<file path="src/rss_pkg.sv">
package rss_pkg;

  // Fixed field widths of the request and response items and of the notch mask.
  localparam int LETTER_W = 5;
  localparam int FUNC_W   = 3;
  localparam int STATUS_W = 2;
  localparam int NOTCH_W  = 26;

  // Default alphabet size.
  localparam int ALPHABET_DEF = 26;

  // Function codes.
  localparam logic [FUNC_W-1:0] FUNC_FORWARD = 3'd0;
  localparam logic [FUNC_W-1:0] FUNC_REVERSE = 3'd1;
  localparam logic [FUNC_W-1:0] FUNC_STEP    = 3'd2;
  localparam logic [FUNC_W-1:0] FUNC_LOAD    = 3'd3;
  localparam logic [FUNC_W-1:0] FUNC_ASSIGN  = 3'd4;
  localparam logic [FUNC_W-1:0] FUNC_CHECK   = 3'd5;

  // Status codes.
  localparam logic [STATUS_W-1:0] STATUS_OK        = 2'd0;
  localparam logic [STATUS_W-1:0] STATUS_BAD_INDEX = 2'd1;
  localparam logic [STATUS_W-1:0] STATUS_BAD_MAP   = 2'd2;

  typedef struct packed {
    logic [FUNC_W-1:0]   func;
    logic [LETTER_W-1:0] entry_index;
    logic [LETTER_W-1:0] letter;
  } req_t;

  typedef struct packed {
    logic [LETTER_W-1:0] out_letter;
    logic                notch_hit;
    logic [STATUS_W-1:0] status;
    logic [LETTER_W-1:0] position;
  } rsp_t;

endpackage

</file>
<file path="src/rss_table.sv">
// Substitution table: one write port and one registered read port. A write
// to the entry that is read in the same cycle is forwarded to the read data.
// The read data holds while no read is issued.
module rss_table #(
  parameter int DEPTH = rss_pkg::ALPHABET_DEF
) (
  input  logic                          clk,
  input  logic                          we,
  input  logic [$clog2(DEPTH)-1:0]      waddr,
  input  logic [rss_pkg::LETTER_W-1:0]  wdata,
  input  logic                          re,
  input  logic [$clog2(DEPTH)-1:0]      raddr,
  output logic [rss_pkg::LETTER_W-1:0]  rdata
);
  import rss_pkg::*;

  logic [LETTER_W-1:0] mem [DEPTH];
  logic [LETTER_W-1:0] mem_q;
  logic [LETTER_W-1:0] fwd_data;
  logic                fwd_hit;

  // Storage write.
  always_ff @(posedge clk) begin
    if (we) begin
      mem[waddr] <= wdata;
    end
  end

  // Registered read with capture of a colliding write.
  always_ff @(posedge clk) begin
    if (re) begin
      mem_q    <= mem[raddr];
      fwd_hit  <= we && (waddr == raddr);
      fwd_data <= wdata;
    end
  end

  assign rdata = fwd_hit ? fwd_data : mem_q;

endmodule

</file>
<file path="src/rotor_substitution_stepper.sv">
// One cipher rotor over an alphabet of ALPHABET letters. The wiring and its
// inverse live in two small synchronous tables; a request is accepted every
// cycle unless the response stalls, and goes through the table read, then
// the check and result register. This rate is set by the single read port
// of each table: a cipher request reads one entry of each table and uses
// one, a load request reads the old wiring entry to free its letter and
// writes both tables when the response is formed. The rotor position is
// updated at acceptance, so step and assign requests take effect for the
// very next request. Configuration (start position and notch mask) may be
// written only while the rotor holds no request.
module rotor_substitution_stepper #(
  parameter int ALPHABET = rss_pkg::ALPHABET_DEF
) (
  input  logic                         clk,
  input  logic                         rst,
  input  logic                         req_valid,
  output logic                         req_stall,
  input  rss_pkg::req_t                req,
  output logic                         rsp_valid,
  input  logic                         rsp_stall,
  output rss_pkg::rsp_t                rsp,
  input  logic                         cfg_wen,
  input  logic [0:0]                   cfg_idx,
  input  logic [rss_pkg::NOTCH_W-1:0]  cfg_wdata
);
  import rss_pkg::*;

  localparam int AW = $clog2(ALPHABET);
  localparam logic [LETTER_W:0]   A_EXT    = (LETTER_W+1)'(ALPHABET);
  localparam logic [LETTER_W-1:0] POS_LAST = LETTER_W'(ALPHABET - 1);
  localparam logic [0:0] CFG_START = 1'b0;
  localparam logic [0:0] CFG_NOTCH = 1'b1;

  // Configuration registers.
  logic [LETTER_W-1:0] start_position;
  logic [NOTCH_W-1:0]  notch_mask;

  // Rotor state.
  logic [LETTER_W-1:0] pos;
  logic [LETTER_W-1:0] pos_next;
  logic [ALPHABET-1:0] used;
  logic [ALPHABET-1:0] written;

  // Second stage.
  logic                s1_valid;
  logic [FUNC_W-1:0]   s1_func;
  logic [LETTER_W-1:0] s1_idx;
  logic [LETTER_W-1:0] s1_let;
  logic [LETTER_W-1:0] s1_pos;
  logic                s1_adv;

  logic                accept;
  logic [LETTER_W:0]   cipher_sum;
  logic [LETTER_W:0]   cipher_wrap;
  logic [AW-1:0]       cipher_addr;
  logic [AW-1:0]       wiring_raddr;

  logic [LETTER_W-1:0] wiring_q;
  logic [LETTER_W-1:0] inverse_q;

  logic                complete;
  logic                let_bad;
  logic                idx_bad;
  logic [ALPHABET-1:0] freed;
  logic                load_ok;
  logic [LETTER_W-1:0] cipher_v;
  logic [LETTER_W:0]   diff_direct;
  logic [LETTER_W:0]   diff_wrap;
  logic [31:0]         notch_ext;
  rsp_t                rsp_next;

  // Request handshake: the second stage moves on whenever the response
  // register is empty or being taken. Nothing is taken during reset.
  assign s1_adv    = s1_valid && (!rsp_valid || !rsp_stall);
  assign req_stall = rst || (s1_valid && !s1_adv);
  assign accept    = req_valid && !req_stall;

  // Position update at acceptance.
  always_comb begin
    pos_next = pos;
    case (req.func)
      FUNC_STEP: begin
        pos_next = (pos == POS_LAST) ? '0 : pos + 1'b1;
      end
      FUNC_ASSIGN: begin
        if ({1'b0, start_position} < A_EXT) begin
          pos_next = start_position;
        end
      end
      default: begin
        pos_next = pos;
      end
    endcase
  end

  // Cipher table address: (letter + position) mod ALPHABET.
  assign cipher_sum   = {1'b0, req.letter} + {1'b0, pos};
  assign cipher_wrap  = (cipher_sum >= A_EXT) ? cipher_sum - A_EXT : cipher_sum;
  assign cipher_addr  = cipher_wrap[AW-1:0];
  assign wiring_raddr = (req.func == FUNC_LOAD) ? req.entry_index[AW-1:0] : cipher_addr;

  // Stage two checks.
  assign complete = &used;
  assign let_bad  = {1'b0, s1_let} >= A_EXT;
  assign idx_bad  = {1'b0, s1_idx} >= A_EXT;

  // A rewritten entry first releases its previous letter.
  always_comb begin
    freed = used;
    if (written[s1_idx[AW-1:0]]) begin
      freed = used & ~(ALPHABET'(1) << wiring_q[AW-1:0]);
    end
  end

  assign load_ok = s1_adv && (s1_func == FUNC_LOAD) && !let_bad && !idx_bad
                   && !freed[s1_let[AW-1:0]];

  // Cipher output: (table value - position) mod ALPHABET.
  assign cipher_v    = (s1_func == FUNC_FORWARD) ? wiring_q : inverse_q;
  assign diff_direct = {1'b0, cipher_v} - {1'b0, s1_pos};
  assign diff_wrap   = {1'b0, cipher_v} + A_EXT - {1'b0, s1_pos};
  assign notch_ext   = {{(32-NOTCH_W){1'b0}}, notch_mask};

  // Response formation.
  always_comb begin
    rsp_next            = '0;
    rsp_next.position   = s1_pos;
    rsp_next.notch_hit  = notch_ext[s1_pos];
    rsp_next.status     = STATUS_OK;
    case (s1_func)
      FUNC_FORWARD, FUNC_REVERSE: begin
        if (let_bad) begin
          rsp_next.status = STATUS_BAD_INDEX;
        end else if (!complete) begin
          rsp_next.status = STATUS_BAD_MAP;
        end else if (cipher_v >= s1_pos) begin
          rsp_next.out_letter = diff_direct[LETTER_W-1:0];
        end else begin
          rsp_next.out_letter = diff_wrap[LETTER_W-1:0];
        end
      end
      FUNC_STEP: begin
        rsp_next.status = STATUS_OK;
      end
      FUNC_LOAD: begin
        if (let_bad || idx_bad) begin
          rsp_next.status = STATUS_BAD_INDEX;
        end else if (freed[s1_let[AW-1:0]]) begin
          rsp_next.status = STATUS_BAD_MAP;
        end
      end
      FUNC_ASSIGN: begin
        if ({1'b0, start_position} >= A_EXT) begin
          rsp_next.status = STATUS_BAD_INDEX;
        end
      end
      FUNC_CHECK: begin
        rsp_next.status = complete ? STATUS_OK : STATUS_BAD_MAP;
      end
      default: begin
        rsp_next.status = STATUS_BAD_INDEX;
      end
    endcase
  end

  // Wiring table: written at the entry index, read at the entry index for a
  // load and at the cipher address otherwise.
  rss_table #(
    .DEPTH (ALPHABET)
  ) u_wiring (
    .clk   (clk),
    .we    (load_ok),
    .waddr (s1_idx[AW-1:0]),
    .wdata (s1_let),
    .re    (accept),
    .raddr (wiring_raddr),
    .rdata (wiring_q)
  );

  // Inverse table: written at the letter, read at the cipher address.
  rss_table #(
    .DEPTH (ALPHABET)
  ) u_inverse (
    .clk   (clk),
    .we    (load_ok),
    .waddr (s1_let[AW-1:0]),
    .wdata (s1_idx),
    .re    (accept),
    .raddr (cipher_addr),
    .rdata (inverse_q)
  );

  // Configuration registers.
  always_ff @(posedge clk) begin
    if (rst) begin
      start_position <= '0;
      notch_mask     <= '0;
    end else if (cfg_wen) begin
      case (cfg_idx)
        CFG_START: start_position <= cfg_wdata[LETTER_W-1:0];
        CFG_NOTCH: notch_mask     <= cfg_wdata;
        default:   notch_mask     <= notch_mask;
      endcase
    end
  end

  // Position and wiring bookkeeping.
  always_ff @(posedge clk) begin
    if (rst) begin
      pos     <= '0;
      used    <= '0;
      written <= '0;
    end else begin
      if (accept) begin
        pos <= pos_next;
      end
      if (load_ok) begin
        used                    <= freed | (ALPHABET'(1) << s1_let[AW-1:0]);
        written[s1_idx[AW-1:0]] <= 1'b1;
      end
    end
  end

  // Second stage valid.
  always_ff @(posedge clk) begin
    if (rst) begin
      s1_valid <= 1'b0;
    end else if (accept) begin
      s1_valid <= 1'b1;
    end else if (s1_adv) begin
      s1_valid <= 1'b0;
    end
  end

  // Second stage payload.
  always_ff @(posedge clk) begin
    if (accept) begin
      s1_func <= req.func;
      s1_idx  <= req.entry_index;
      s1_let  <= req.letter;
      s1_pos  <= pos_next;
    end
  end

  // Response register.
  always_ff @(posedge clk) begin
    if (rst) begin
      rsp_valid <= 1'b0;
    end else if (s1_adv) begin
      rsp_valid <= 1'b1;
    end else if (!rsp_stall) begin
      rsp_valid <= 1'b0;
    end
  end

  always_ff @(posedge clk) begin
    if (s1_adv) begin
      rsp <= rsp_next;
    end
  end

endmodule
</file>
<file path="config.mk">
export PLATFORM = sky130hd
export DESIGN_NAME = rotor_substitution_stepper
export DESIGN_NICKNAME = d
export VERILOG_FILES = /design/src/rss_pkg.sv /design/src/rss_table.sv /design/src/rotor_substitution_stepper.sv
export SDC_FILE = /design/constraint.sdc
export NUM_CORES = 1
export LEC_CHECK = 0
export ABC_CLOCK_PERIOD_IN_PS = 5800
export BUFFER_PORTS_ARGS = -buffer_cell sky130_fd_sc_hd__clkbuf_2
export CORE_MARGIN = 2
export CORE_UTILIZATION = 50
export CTS_CLUSTER_SIZE = 16
export DETAILED_ROUTE_END_ITERATION = 7
export GPL_ROUTABILITY_DRIVEN = 0
export PLACE_DENSITY_LB_ADDON = 0.12
export SLEW_MARGIN = 20
export SYNTH_ARGS = -nofsm -noshare
export SYNTH_HDL_FRONTEND = slang
export SYNTH_SLANG_ARGS = --single-unit
</file>
<file path="constraint.sdc">
create_clock -name clk -period 5.8 [get_ports clk]
set_input_delay 0 -clock clk [delete_from_list [all_inputs] [get_ports clk]]
set_output_delay 0 -clock clk [all_outputs]
set_load 0.01 [all_outputs]
</file>
==> out/summary.log, run 1 <==
[outcome] run status complete, no violations
[power] sw power 0.001604 W
[critical_path] Setup CP Type reg2reg
[power] part of the total power dissipated in sequential elements 0.473
[power] switching share of total power 0.2386
[layout] number of antenna cells inserted 0
[critical_path] largest driver fanout on the critical path 30
[clocking] number of buffers inserted for hold repair after clock tree synthesis 42
[logic_synthesis] mean instance size in the synthesized netlist 11.73 µm²
[detailed_routing] drt total wl 45940 µm
[power] part of the total power dissipated in combinational logic 0.107
[clocking] clock transition time at the flip-flop clock pins of the worst setup and hold paths 0.06 ns
[power] Internal Dissipation 0.005120 W
[floorplan] starting density of the core 0.5045
[clocking] clock latency on the worst-skew pair 0.56 ns
[logic_synthesis] fraction of synthesis flops using an asynchronous set or reset pin 0
[sta] shortest clock period the worst path allows after layout 5.360 ns
[critical_path] cell depth of the worst flop-to-flop path 10
[detailed_routing] DRC 0
[place] number of I/O port buffers 59
[logic_synthesis] dominant synthesized flop cell edfxtp_1
[min_path] end point of the most critical hold path start_position[3]
[detailed_routing] Iteration-0 DRC Markers 1156
[critical_path] required time worst endpoint 6.00 ns
[sta] RSZ-0062 raised after global routing false
[logic_synthesis] mux contribution to synthesized area 0.06552
[layout] non-filler instance count after layout 2110
[sta] Max Fclk 0.1866 GHz
[layout] Area Overhead vs Synth 15.00%
[global_routing] via count of the first global-routing pass 12440
[min_path] worst min-delay path startpoint cfg_wen
[place] detailed placer's ending HPWL 30200 µm
[logic_synthesis] most instantiated cells after synthesis 313 x edfxtp_1, 262 x nand2_1, 129 x nor2_1
[global_routing] global-route usage over all layers 0.2507
[clocking] Root Buffer clkbuf_16
[floorplan] width of the chip 193.0 µm
[min_path] number of instances on the worst hold path 4
[layout] register cell area after layout 0.01120 mm²
[logic_synthesis] count of flip-flops with a built-in enable after synthesis 313
[layout] final core occ 0.5801
[logic_synthesis] area share of xor/xnor cells in the synthesized design 0.01079
[critical_path] crit-path most repeated cell or4_4
[sta] part of the cycle the worst path needs 0.9241
[power] clock share of power 0.420
[logic_synthesis] proportion of netlist area held by the largest area contributor 0.5264
[detailed_routing] wire length per cell after detailed routing 21.77 µm
[layout] combined area of the multi-input logic cells 0.006237 mm²
[detailed_routing] number of iterations in the first detailed-routing pass 5
[critical_path] CP Capture Type flip-flop
[detailed_routing] total vias in the final route 12630
[layout] number of fill cells 2894
[place] # placed instances 1991
[critical_path] setup slack of the worst register-to-register path 0.44 ns
[power] leak pwr 7.141 nW
[logic_synthesis] compound-cell area share of the yosys netlist 0.1187
[critical_path] Crit Reg-Reg Endpoint u_wiring.mem[2][1]
[floorplan] core region area 0.03540 mm²
[run] MaxCap Viol Count 0
[clocking] CTS sink cnt 403
[place] Post-Place Worst Slack 0.4706 ns
[layout] share of post-route cells with drive strength above 1 0.1273
[floorplan] number of I/O pins 60
[min_path] class of the most critical hold timing path in2reg
[global_routing] grt ovf 0
[clocking] number of setup buffers added after CTS 0
[layout] Nets 1683
[logic_synthesis] cell area after synthesis 0.01786 mm²
[detailed_routing] Antenna Violating Nets Remaining 0
[critical_path] signal arrival time at the worst endpoint 5.56 ns
[logic_synthesis] cells taking the most area after synthesis edfxtp_1 53%, dfxtp_1 10%, nand2_1 5.5%
[logic_synthesis] fraction of the yosys area taken by sequential cells 0.6273
[clocking] CTS Buffer Depth 3
[critical_path] critical-path cell with the highest stage delay edfxtp_1
[floorplan] overall die area 0.03724 mm²
[clocking] post-cts repair resize count 0
[clocking] total number of H-tree levels 2
[floorplan] # rows 69
[logic_synthesis] basic-gate share of the synthesized area counting and, or, nand and nor cells 0.1354
[critical_path] critical path's largest stage delay 0.86 ns
[global_routing] antenna violations before repair 0
[logic_synthesis] flops & latches, synth 403
[critical_path] crit start category flip-flop
[sta] count of final hold-check violations 0
[critical_path] critical path cell sequence mux4_2 -> nor3_1 -> or4_4 -> a211oi_4 -> nand2_1 -> a311o_1 -> o32a_1 -> or4_4 -> or4_1 -> nor2_1
[logic_synthesis] Synth Net Count 1589
[logic_synthesis] count of cell types in the netlist 70
[sta] fin worst setup slack 0.4404 ns
[global_routing] first-pass GRT wire length 70980 µm
[sta] clock tree skew after final layout 0.02680 ns
[sta] pin slew with the least headroom to its limit 1.082 ns
[logic_synthesis] main combinational cell family by area after synthesis simple AND/OR/NAND/NOR gates
[global_routing] largest net degree at the start of global routing 52
[sta] max-slew violation total from the final report 0
[power] worst-case vdd ir drop 0.0002532 V
[logic_synthesis] cell taking the most area after synthesis edfxtp_1
[clocking] CTS tree done
[sta] setup total negative slack 0 ns
[clocking] Inserted Clock Buffers 42
[floorplan] height of the die 193.0 µm
[sta] slew margin rel. 0.2781
[logic_synthesis] Warnings, synthesis 0
[detailed_routing] mean number of vias per cell 5.984
[power] power density normalized to cell area 327.4 mW/mm²
[critical_path] worst r2r src s1_idx[0]
[sta] final setup fails 0
[logic_synthesis] fraction of the mapped netlist area in adder cells 0.01710
[logic_synthesis] Gate Count Post-Synth 1522
[logic_synthesis] top-count cell post-synth edfxtp_1
cell usage in the layout, fill, tap and decap left out, types with 42 or more instances in the layout:
cell type      netlist  final
dlygate4sd3_1        0     42
nand3_1             51     51
nand2_1            262    262
clkbuf_2             0     59
mux2i_1             55     54
o21ai_0             50     50
dfxtp_1             90     90
edfxtp_1           313    313
clkbuf_16            0     42
a21oi_1            102    102
nor2_1             129    129
power groups by stage:
| stage | sequential [W] | combinational [W] | clock (W) |
|---|---|---|---|
| after global routing | 0.00318 | 0.000783 | 0.00298 |
| after global placement | 0.00324 | 0.000689 | 0 |
| after floorplan | 0.00323 | 0.000460 | 0 |
| final | 0.00318 | 0.000720 | 0.00282 |
| after detailed placement | 0.00324 | 0.000694 | 0 |
| after CTS | 0.00318 | 0.000719 | 0.00287 |
worst max-delay path, delay by kind of cell, from the launching register on:
family	cells	cell delay, ns
AOI/OAI and AO/OA	3	1.35
and+or+nand+nor	6	2.42
muxes	1	0.37
DFF	1	0.86
stage by stage:
| stage | total power (W) | hold WS [ns] | area (µm²) |
|---|---|---|---|
| floorplan | 0.003694 | 0.09887 | 17860 |
| global placement | 0.003929 | 0.2165 | 18660 |
| detailed placement | 0.003934 | 0.2197 | 18660 |
| CTS | 0.006768 | 0.006233 | 20530 |
| global route | 0.006950 | 0.08210 | 20530 |
| finish | 0.006724 | 0.006965 | 20530 |
final cells by class:
type,instances,area share
well taps,461,0.02809
clock inverters,22,0.01505
multi-input cells,1007,0.3037
flip-flops and latches,403,0.5455
clock buffers,55,0.05600
repair buffers,132,0.04619
inverters,30,0.005484
per-layer routing:
| layer | share of wire | wire length, µm | track usage |
|---|---|---|---|
| met1 | 0.43 | 19780 | 0.3440 |
| met2 | 0.48 | 22020 | 0.4151 |
| met3 | 0.059 | 2715 | 0.03258 |
| met4 | 0.031 | 1417 | 0.08508 |
| met5 | 0 | 0 | 0 |
cell families (layout without fill, tap and decap cells):
| logic type | after synthesis | count (layout) |
|---|---|---|
| compound gates | 326 | 326 |
| xor+xnor | 22 | 22 |
| fa+ha+maj | 22 | 22 |
| buf+inv | 112 | 239 |
| flops | 403 | 403 |
| mux | 90 | 90 |
| simple gates | 547 | 547 |
sequential cells by signal, indices dropped and copies added (netlist names), 5 cells and up:
register            flops
notch_mask             26
pos                     5
rsp                    13
s1_idx                  5
s1_let                  5
s1_pos                  5
start_position          5
u_inverse.fwd_data      5
u_inverse.mem         130
u_inverse.mem_q         5
u_wiring.fwd_data       5
u_wiring.mem          130
u_wiring.mem_q          5
used                   26
written                26
how the worst max path moves through the flow:
stage / to / slack [ns] / start
2_1_floorplan: u_wiring.mem[12][0] / 1.41 / s1_idx[0]
3_3_place_gp: u_wiring.mem[3][0] / 0.61 / s1_idx[0]
3_5_place_dp: u_wiring.mem[2][2] / 0.47 / s1_idx[0]
4_1_cts: u_wiring.mem[2][1] / 0.44 / s1_idx[0]
5_1_grt: u_wiring.mem[2][0] / 0.14 / s1_idx[0]
6_report: u_wiring.mem[2][1] / 0.44 / s1_idx[0]
Power figures use the tool's default switching activity.
==> run 2: changes to the inputs <==
Settings changed: PLACE_DENSITY from default to 0.69, PLACE_DENSITY_LB_ADDON 0.12 to default.
==> run 2 against run 1 <==
  * Register-to-register slack improved by 0.09 ns
  * First-iteration DRC count increased by 27%
  * Non-clock buffer count is 5 lower
  * Clock skew up 0.0068 ns
  * Largest power group unchanged
  * Highest routed layer unchanged
==> out/summary.log, run 2 (same netlist as run 1, synthesis figures left out) <==
[critical_path] largest driver fanout on the critical path 30 [unchanged]
[floorplan] width of the chip 193.0 µm [unchanged]
[global_routing] first-pass GRT wire length 67880 µm [was 70980 µm]
[clocking] clock transition time at the flip-flop clock pins of the worst setup and hold paths 0.06 ns [about the same]
[power] worst-case vdd ir drop 0.0002466 V [was 0.0002532 V]
[clocking] Inserted Clock Buffers 41 [was 42]
[clocking] total number of H-tree levels 2 [unchanged]
[power] leak pwr 7.036 nW [was 7.141 nW]
[sta] clock tree skew after final layout 0.03361 ns [was 0.02680 ns]
[sta] shortest clock period the worst path allows after layout 5.274 ns [was 5.360 ns]
[critical_path] CP Capture Type flip-flop [unchanged]
[sta] part of the cycle the worst path needs 0.9093 [was 0.9241]
[clocking] CTS sink cnt 403 [unchanged]
[layout] share of post-route cells with drive strength above 1 0.1220 [was 0.1273]
[detailed_routing] number of iterations in the first detailed-routing pass 7 [was 5]
[critical_path] signal arrival time at the worst endpoint 5.45 ns [was 5.56 ns]
[detailed_routing] mean number of vias per cell 5.946 [was 5.984]
[layout] commonest cells after routing, fill and taps aside 313 x edfxtp_1, 261 x nand2_1, 129 x nor2_1, 102 x a21oi_1, 90 x dfxtp_1 [was 313 x edfxtp_1, 262 x nand2_1, 129 x nor2_1, 102 x a21oi_1, 90 x dfxtp_1]
[layout] Area Overhead vs Synth 13.76% [was 15.00%]
[sta] RSZ-0062 raised after global routing false [unchanged]
[power] power density normalized to cell area 315.1 mW/mm² [was 327.4 mW/mm²]
[layout] top flop regs u_inverse.mem: 130 flops, u_wiring.mem: 130 flops [unchanged]
[critical_path] Setup CP Type reg2reg [unchanged]
[floorplan] starting density of the core 0.5045 [unchanged]
[sta] final setup fails 0 [unchanged]
[detailed_routing] Antenna Violating Nets Remaining 0 [unchanged]
[place] detailed placer's ending HPWL 28580 µm [was 30200 µm]
[layout] Nets 1677 [was 1683]
[global_routing] global-route usage over all layers 0.2385 [was 0.2507]
[detailed_routing] Iteration-0 DRC Markers 1469 [was 1156]
[floorplan] # rows 69 [unchanged]
[clocking] CTS tree done [unchanged]
[global_routing] antenna violations before repair 0 [unchanged]
[clocking] clock latency on the worst-skew pair 0.56 ns [about the same]
[sta] Max Fclk 0.1896 GHz [was 0.1866 GHz]
[global_routing] grt ovf 0 [unchanged]
[detailed_routing] drt total wl 44180 µm [was 45940 µm]
[global_routing] via count of the first global-routing pass 12210 [was 12440]
[critical_path] required time worst endpoint 5.97 ns [was 6.00 ns]
[place] Post-Place Worst Slack 0.6666 ns [was 0.4706 ns]
[clocking] post-cts repair resize count 0 [unchanged]
[global_routing] largest net degree at the start of global routing 68 [was 52]
[place] number of I/O port buffers 59 [unchanged]
[sta] setup total negative slack 0 ns [unchanged]
[clocking] CTS Buffer Depth 3 [unchanged]
[critical_path] crit start category flip-flop [unchanged]
[min_path] class of the most critical hold timing path in2reg [unchanged]
[floorplan] number of I/O pins 60 [unchanged]
[sta] slew margin rel. 0.2574 [was 0.2781]
[layout] number of antenna cells inserted 0 [unchanged]
[sta] pin slew with the least headroom to its limit 1.113 ns [was 1.082 ns]
[outcome] run status complete, no violations [unchanged]
[detailed_routing] total vias in the final route 12490 [was 12630]
[detailed_routing] wire length per cell after detailed routing 21.03 µm [was 21.77 µm]
[clocking] Root Buffer clkbuf_16 [unchanged]
[floorplan] overall die area 0.03724 mm² [unchanged]
[floorplan] height of the die 193.0 µm [unchanged]
[sta] fin worst setup slack 0.5261 ns [was 0.4404 ns]
[layout] most common cell after layout, fill and taps aside edfxtp_1 [unchanged]
[detailed_routing] DRC 0 [unchanged]
[run] MaxCap Viol Count 0 [unchanged]
[sta] count of final hold-check violations 0 [unchanged]
[sta] max-slew violation total from the final report 0 [unchanged]
[floorplan] core region area 0.03540 mm² [unchanged]
-- run 2: metrics by stage --
step	std cells	area (µm²)	hold slack [ns]	utilization	total power [W]
after floorplan	1522	17860	0.09887	-	0.003694
after global placement	1986	18620	0.2052	0.5260	0.003913
after detailed placement	1986	18620	0.2139	0.5260	0.003920
after CTS	2101	20310	0.005926	0.5738	0.006432
after global routing	2101	20310	0.05516	0.5739	0.006603
final	2101	20310	0.01590	0.5739	0.006401
-- run 2: power by group --
group          internal (W)  switching, W
logic              0.000258      0.000449
clock network       0.00144       0.00107
registers           0.00314     0.0000394
-- run 2: layout make-up --
cell class / count / area (µm²)
Clock buffer: 58 / 1120
Clock inverter: 15 / 152.6
Fill cell: 2949 / 15080
Inverter: 30 / 112.6
Multi-Input combinational cell: 1007 / 6240
Sequential cell: 403 / 11200
Tap cell: 461 / 576.8
Timing Repair Buffer: 127 / 910.9
-- run 2: path summary, 6_finish.rpt --
check        slack, ns          start  cells after the start                 end
max reg2reg       0.53      s1_idx[0]                     10  u_wiring.mem[1][1]
max               0.53      s1_idx[0]                     10  u_wiring.mem[1][1]
min reg2reg       0.45  notch_mask[2]                      2       notch_mask[2]
min               0.02        cfg_wen                      4   start_position[0]
-- run 2: critical path, stage by stage, from the launching register on --
cell and delay, ns:
edfxtp_1 0.78, mux4_2 0.34, nor2_1 0.05, or4_4 0.54
a211oi_4 0.57, nand2_1 0.16, a311o_1 0.38, o32a_1 0.39
or4_4 0.70, or4_1 0.56, nor2_1 0.41
-- run 2: timing repair --
item,CTS,global route
hold buffers,42,0
hold endpoints to repair,49,0
buffers inserted,0,0
-- run 2: metal layers --
layer | part of all wire | wire length [µm] | GRT usage | vias up
met5 | 0 | 0 | 0 | -
met4 | 0.033 | 1459 | 0.08421 | 0
met3 | 0.072 | 3195 | 0.04217 | 119
met2 | 0.47 | 20590 | 0.3809 | 497
met1 | 0.43 | 18930 | 0.3310 | 6031
li1 | - | - | - | 5846
